File: src/ptrr_pkg.sv
// Package for the page translate / random replace core: constants, types, helpers.
// No dependencies; imported by every module under src except ptrr_ram.
package ptrr_pkg;

    localparam int unsigned DEF_MAX_PAGES  = 1024;
    localparam int unsigned DEF_MAX_FRAMES = 256;
    localparam int unsigned DEF_ADDR_BITS  = 32;

    localparam int unsigned CFG_IDX_W  = 2;
    localparam int unsigned CFG_DATA_W = 17;

    localparam logic [CFG_IDX_W-1:0] REG_PAGE_SIZE   = 2'd0;
    localparam logic [CFG_IDX_W-1:0] REG_PAGES_USE   = 2'd1;
    localparam logic [CFG_IDX_W-1:0] REG_FRAMES_USE  = 2'd2;
    localparam logic [CFG_IDX_W-1:0] REG_RANDOM_SEED = 2'd3;

    localparam logic [16:0] PSZ_RESET    = 17'd4096;
    localparam logic [16:0] PSZ_MAX      = 17'd65536;
    localparam logic [10:0] PAGES_RESET  = 11'd1024;
    localparam logic [8:0]  FRAMES_RESET = 9'd256;
    localparam logic [15:0] SEED_RESET   = 16'd44257;
    localparam logic [15:0] LFSR_TAPS    = 16'hB400;

    localparam logic [1:0] OP_READ  = 2'd0;
    localparam logic [1:0] OP_WRITE = 2'd1;

    // Back-end sequencer
    typedef enum logic [3:0] {
        S_CLEAR, S_IDLE, S_DIV, S_CHECK, S_PRD, S_PICK, S_OWN_RD, S_VICTIM, S_VDIRTY,
        S_MUL, S_DONE
    } t_state;

    function automatic logic [15:0] lfsr_next(input logic [15:0] v);
        lfsr_next = v[0] ? ((v >> 1) ^ LFSR_TAPS) : (v >> 1);
    endfunction

endpackage

File: src/ptrr_front.sv
// Front end: takes commands, classifies the opcode, holds a two-entry command queue.
// Depends on ptrr_pkg.
module ptrr_front #(
    parameter int unsigned ADDR_BITS = ptrr_pkg::DEF_ADDR_BITS
) (
    input  logic                 i_clk,
    input  logic                 i_rst_n,
    input  logic                 i_start,
    input  logic [ADDR_BITS-1:0] i_vaddr,
    input  logic [1:0]           i_opcode,
    input  logic                 i_pop,
    input  logic                 i_hold,
    output logic                 o_busy,
    output logic                 o_avail,
    output logic [ADDR_BITS-1:0] o_vaddr,
    output logic                 o_is_read,
    output logic                 o_is_write
);
    import ptrr_pkg::*;

    logic [ADDR_BITS-1:0] r_addr [2];
    logic [1:0]           r_rd;
    logic [1:0]           r_wr;
    logic                 r_wp, r_rp;
    logic [1:0]           r_cnt;
    logic                 push, pop;

    // held off while the queue is full or the back end clears its tables
    assign o_busy  = (r_cnt == 2'd2) || i_hold;
    assign push    = i_start && !o_busy;
    assign pop     = i_pop && (r_cnt != 2'd0);
    assign o_avail = (r_cnt != 2'd0);
    assign o_vaddr    = r_addr[r_rp];
    assign o_is_read  = r_rd[r_rp];
    assign o_is_write = r_wr[r_rp];

    always_ff @(posedge i_clk) begin
        if (!i_rst_n) begin
            r_wp  <= 1'b0;
            r_rp  <= 1'b0;
            r_cnt <= 2'd0;
        end else begin
            if (push) r_wp <= !r_wp;
            if (pop)  r_rp <= !r_rp;
            r_cnt <= r_cnt + {1'b0, push} - {1'b0, pop};
        end
        if (push) begin
            r_addr[r_wp] <= i_vaddr;
            r_rd[r_wp]   <= (i_opcode == OP_READ);
            r_wr[r_wp]   <= (i_opcode == OP_WRITE);
        end
    end

    a_cnt_range: assert property (@(posedge i_clk) disable iff (!i_rst_n)
        r_cnt != 2'd3) else $error("queue count overflow");
    a_no_pop_empty: assert property (@(posedge i_clk) disable iff (!i_rst_n)
        (r_cnt == 2'd0) |=> (r_cnt <= 2'd1)) else $error("queue grew by two");
    a_ptr_match: assert property (@(posedge i_clk) disable iff (!i_rst_n)
        (r_cnt == 2'd0 || r_cnt == 2'd2) |-> (r_wp == r_rp))
        else $error("queue pointers out of step");
endmodule

File: config.mk
export PLATFORM = sky130hd
export DESIGN_NAME = ptrr_front
export DESIGN_NICKNAME = d
export VERILOG_FILES = /design/src/ptrr_pkg.sv /design/src/ptrr_front.sv
export SDC_FILE = /design/constraint.sdc
export NUM_CORES = 1
export LEC_CHECK = 0
export ABC_CLOCK_PERIOD_IN_PS = 2660
export CAP_MARGIN = 15
export CORE_MARGIN = 2
export CORE_UTILIZATION = 56
export DETAILED_ROUTE_END_ITERATION = 7
export DONT_BUFFER_PORTS = 1
export GPL_ROUTABILITY_DRIVEN = 0
export GPL_TIMING_DRIVEN = 0
export PLACE_DENSITY = 0.75
export SLEW_MARGIN = 5
export SYNTH_ARGS = -nofsm -noshare
export SYNTH_HDL_FRONTEND = slang
export SYNTH_SLANG_ARGS = --single-unit
File: constraint.sdc
create_clock -name i_clk -period 2.66 [get_ports i_clk]
set_clock_uncertainty 0.15 [all_clocks]
set_input_delay 0.133 -clock i_clk [delete_from_list [all_inputs] [get_ports i_clk]]
set_output_delay 0.133 -clock i_clk [all_outputs]
set_load 0.01 [all_outputs]
## After elaboration in Yosys (flattened, before gate mapping)

Memory sizes are Yosys's and may differ from the RTL's. A register that Yosys moved wholly into a read port is not among the register bits.
Index checks and enable logic that the tools add are counted.

- $add $sub $neg: 2
- $mul: 0
- Divide/modulo/power cells: 0
- $lt $le $gt $ge: 3
- Eq/ne operators: 2
- Shift operators: 0
- Mux-type cells: 12
- Bitwise operators: 0
- Reductions and logical operators: 9

Operators by type and width:

| operator | count |
|---|---|
| $mux 1 | 9 |
| $bwmux 2 | 2 |
| $lt 1x2->1 const B | 2 |
| $logic_and 1x1->1 | 3 |
| $logic_not 1->1 | 3 |
| $add 2x1->2 | 1 |
| $eq 2x1->1 const B | 1 |
| $eq 2x2->1 const B | 1 |
| $logic_not 2->1 | 1 |
| $reduce_bool 2->1 | 1 |
| $sub 2x1->2 | 1 |
| $demux 1 s1 | 1 |
| $ge 1x1->1 const B | 1 |
| $logic_or 1x1->1 | 1 |

- Flip-flop bits (word level): 8
- Latch bits: 0
- Memory bits (writable): 64
- Bits in read-only memories: 0
- Memories: 1

Memory list:

| name | depth | width | read ports | clocked after Yosys merged registers in | wr ports | RTL line | RTL |
|---|---|---|---|---|---|---|---|
| r_addr | 2 | 32 | 1 | 1 | 1 | ptrr_front.sv:21 | `logic [ADDR_BITS-1:0] r_addr [2];` |

## Logic depth before layout (Yosys ltp)

- Depth in word-level cells: 6
- Gate-level depth with buffers: 8
- Mapped depth without buffers: 8

## Worst setup path after synthesis

Ideal clock, no wire load.

- Path kind: register to register
- Start: reg r_cnt[0]
- End: mem r_addr[0][0] (netlist name), enable pin
- Library setup time: 0.425 ns
- Data arrival time: 2.077 ns
- Required time: 2.085 ns
- Slack: 0.008 ns
- Stages on the path, launching flop included: 4
- Period minus slack after synthesis: 2.652 ns
- Cells stage by stage: dfxtp_1 -> nand2b_1 -> nand3b_1 -> nor2_1

- Word-level cells in the longest chain between the ends: 6

Ends and longest elaborated chain:

| item | RTL line | RTL |
|---|---|---|
| from (decl) | ptrr_front.sv:25 | `logic [1:0] r_cnt;` |
| from (signal assigned) | ptrr_front.sv:45 | `r_cnt <= r_cnt + {1'b0, push} - {1'b0, pop};` |
| $eq 2x2->1 | ptrr_front.sv:29 | `assign o_busy = (r_cnt == 2'd2) \|\| i_hold;` |
| $logic_or 1x1->1 | ptrr_front.sv:29 |  |
| $logic_not 1->1 | ptrr_front.sv:30 | `assign push = i_start && !o_busy;` |
| $logic_and 1x1->1 | ptrr_front.sv:30 |  |
| $mux 1 | ptrr_front.sv:47 | `if (push) begin` |
| $mux 1 (not written as such) | ptrr_front.sv:48 | `r_addr[r_wp] <= i_vaddr;` |
| to (decl) | ptrr_front.sv:21 |  |

No other way between the ends.

## Worst setup path after layout

- Start: reg r_cnt[0]
- End: reg r_cnt[1]

- Word-level cells in the longest chain between the ends: 6
- Elaborated cells between the ends (all ways): 8

Ends and longest elaborated chain:

| item | RTL line |
|---|---|
| $eq 2x2->1 | ptrr_front.sv:29 |
| $logic_or 1x1->1 | ptrr_front.sv:29 |
| $logic_not 1->1 | ptrr_front.sv:30 |
| $logic_and 1x1->1 | ptrr_front.sv:30 |
| $add 2x1->2 | ptrr_front.sv:45 |
| $sub 2x1->2 * | ptrr_front.sv:45 |

Every way passes the cells marked *; elsewhere a longest branch is shown, timed or not.
A chain may end at the register's enable or synchronous reset.

==> flow_summary_export.csv <==
group,metric,value,unit
run,maxCapViolations,0,
pwr,switching_share,25.2,%
min_path,hp-class,"input pin to register",
die,die_area,5700,sq um
cts,cts_resized,0,
pwr,ir_drop,0.000671,V
setup_path,r2r-end,"r_cnt[1]",
timing,maxSlewViolCount,0,
setup_path,cp-start-kind,"register",
die,row_count,26,
synthesis,synthCells,134,
cts,clock_latency,0.33,ns
finish,syn_to_final_growth,24.6,%
synthesis,synth_enable_flop_cells,68,
cts,cts_tree,"yes",
setup_path,crit_required,2.74,ns
setup_path,ff2ff_path_depth,8,
detailed_routing,drt-initial-drc-count,61,
setup_path,crit_family,"adder cells",
cts,htree_levels,3,
placed_design,place_ws,0.603,ns
grt,grt.total_usage,16.2,%
detailed_routing,wl_met2,2540,um
grt,grt_antenna_before_repair,0,
timing,period_needed,2.10,ns
synthesis,yosys_register_bits,73,
timing,slew_headroom,62.1,%
synthesis,syn_nets,175,
finish,num_antenna_cells,0,
synthesis,synth_ff_type,"edfxtp_1",
setup_path,end_kind,"register",
finish,final_core_util,71.2,%
die,die_y,75.5,um
detailed_routing,topRoutingLayerUsed,"met4",
synthesis,yosys.area.top_type,"edfxtp_1",
synthesis,synth.top_cell.area_share,71.3,%
placed_design,dpl.hpwl,2810,um
finish,drive_gt1_share,30.9,%
detailed_routing,wl_per_cell,17.6,um
setup_path,crit_slowest_cell,"ha_1",
placed_design,port_buffers,0,
finish,final_nets,224,
timing,max_clock_freq,477,MHz
die,fp.dieW,75.5,um
setup_path,path_class,"register to register",
grt,grt_max_degree,19,
run_status,status,"completed",
setup_path,worst-path-stages,8,
timing,setup_viol,0,
detailed_routing,wl_met3,331,um
timing,finalCritPeriodShare,78.8,%
min_path,min_from,"i_pop",
pwr,p_leak,0.00126,uW
pwr,combPwrFrac,24.1,%
synthesis,synthTopCellsByCount,"68 x edfxtp_1, 30 x mux2_4, 5 x dfxtp_1",
synthesis,syn_area,2860,sq um
synthesis,ys_seq_area_share,74.8,%
synthesis,synth_most_common_cell,"edfxtp_1",
die,num_io_pins,75,
synthesis,synth.area.top_cells,"edfxtp_1 71%, mux2_4 16%, dfxtp_1 3.5%, buf_12 2.1%, mux2_2 1.6%",
setup_path,reg2reg_setup_slack,0.56,ns
die,core,5010,sq um
timing,worst_slew_pin_slew,0.568,ns
setup_path,reg2reg_from,"r_cnt[0]",
timing,hold_viol_final,0,
detailed_routing,postRouteAntennaNets,0,
cts,clock-sinks,73,
synthesis,postSynthAreaPerCell,21.4,sq um
pwr,p_int,2160,uW
detailed_routing,met1_length,1620,um
cts,clockBufferDepth,2,
detailed_routing,wirelength,4540,um
setup_path,cp_max_fo,4,
setup_path,critPathBufInv,1,
setup_path,crit_path_max_incr_delay,0.40,ns
pwr,powerDensity,810,nW/um^2
cts,cts_buffers,9,
pwr,clkPwrFrac,27.6,%
die,start_util,57.1,%
detailed_routing,vias,1310,
min_path,hold_end,"r_rp",
synthesis,ys_async_sr_fraction,0,%
timing,rsz0062_at_grt,"false",
setup_path,cp.arrival,2.17,ns
pwr,power_switching,730,uW
detailed_routing,firstDrtPassIters,4,
min_path,min_path_cells,3,
detailed_routing,viasPerCell,5.08,
grt,grt_pass1_wl,6320,um
synthesis,ys.warnings.count,0,
setup_path,worstPathCellList,"nand2b_1 -> nand3b_1 -> ha_1 -> inv_1 -> ha_1 -> xnor2_1 -> xnor2_1 -> and2_1",
pwr,pwr-share-seq,48.3,%
cts,clkTransAtPathRegs,0.07,ns
synthesis,synthDistinctLibCells,18,
grt,first_global_vias,1400,
timing,setup_ws,0.565,ns
cts,root_buffer,"clkbuf_8",
grt,grt_overflow,0,
detailed_routing,drc,0,
[per-stage QoR]
step	area [sq um]	std cells	total power [uW]	setup TNS (ns)	hold slack, ns
floorplan	2860	134	1960	0	0.0819
global placement	2950	204	2030	-40.69	0.0820
detailed placement	3020	206	2070	0	0.0819
CTS	3570	258	2920	0	0.00205
global route	3570	258	3010	0	0.0352
finish	3570	258	2890	0	0.0242
[layout make-up]
class | instances | area, sq um
buffer | 4 | 71.3
clock inverter | 6 | 58.8
fill | 324 | 1440
clock buffer | 10 | 128
tap | 70 | 87.6
inverter | 2 | 7.51
timing repair buffer | 38 | 415
multi-input combinational | 55 | 657
sequential | 73 | 2140
[registers in the layout, indices dropped and copies added (netlist names), named ones only]
signal / cells
r_wp: 1
r_wr: 2
r_rd: 2
r_rp: 1
r_cnt: 2
r_addr: 64
[power groups by stage]
stage / registers [uW] / logic [uW] / clock network (uW)
after CTS: 1400 / 702 / 819
after global placement: 1420 / 607 / 0
after global routing: 1400 / 739 / 866
after detailed placement: 1420 / 650 / 0
after floorplan: 1410 / 550 / 0
final: 1400 / 696 / 799
[logic make-up (layout without fill, tap and decap cells)]
family,after synthesis,after routing,share of synthesized area (%)
AO/OA/AOI/OAI,1,1,0.306
XOR/XNOR,3,3,0.918
adder cells (fa/ha/maj),2,2,0.874
buffers and inverters,6,60,2.75
flip-flops,73,73,74.8
multiplexers,35,35,17.7
AND/OR/NAND/NOR,14,14,2.67
[routing by layer]
layer | GRT usage [%] | vias up
li1 | - | 613
met2 | 28.7 | 47
met4 | 7.02 | 0
met5 | 0 | -
met3 | 7.67 | 5
met1 | 16.2 | 645
[cells in the final DEF, fill, tap and decap left out, types with 2 or more instances in the layout]
cell type	Yosys	final
nor2b_1	3	3
dfxtp_1	5	5
buf_16	0	2
mux2_2	4	4
nor2_4	0	2
buf_12	3	3
clkbuf_8	0	9
edfxtp_1	68	68
xnor2_1	3	3
mux2_4	30	30
dlygate4sd3_1	0	36
nand2_1	2	2
nand2b_1	2	2
clkinvlp_4	0	2
ha_1	2	2
clkinv_2	0	2
and2_1	2	2
inv_1	2	2
[how the worst max path moves through the flow]
stage | start | end | slack (ns)
after floorplan | r_cnt[0] | r_addr[0][0] | 0.008
after global placement | r_cnt[0] | r_addr[1][4] | -0.60
after detailed placement | r_cnt[0] | r_cnt[1] | 0.60
after CTS | r_cnt[0] | r_cnt[1] | 0.59
after global routing | r_cnt[0] | r_cnt[1] | 0.46
final | r_cnt[0] | r_cnt[1] | 0.56
[tightest hold or removal path: stages]
cell     delay [ns]
o21a_2         0.14
xnor2_1        0.08
nor2b_1        0.11
[repair_timing]
item,4_1_cts,5_1_grt
endpoints found under the hold margin,73,0
setup buffers,0,0
hold buffers,36,0
setup endpoints to repair,0,0
Power figures use the tool's default switching activity.
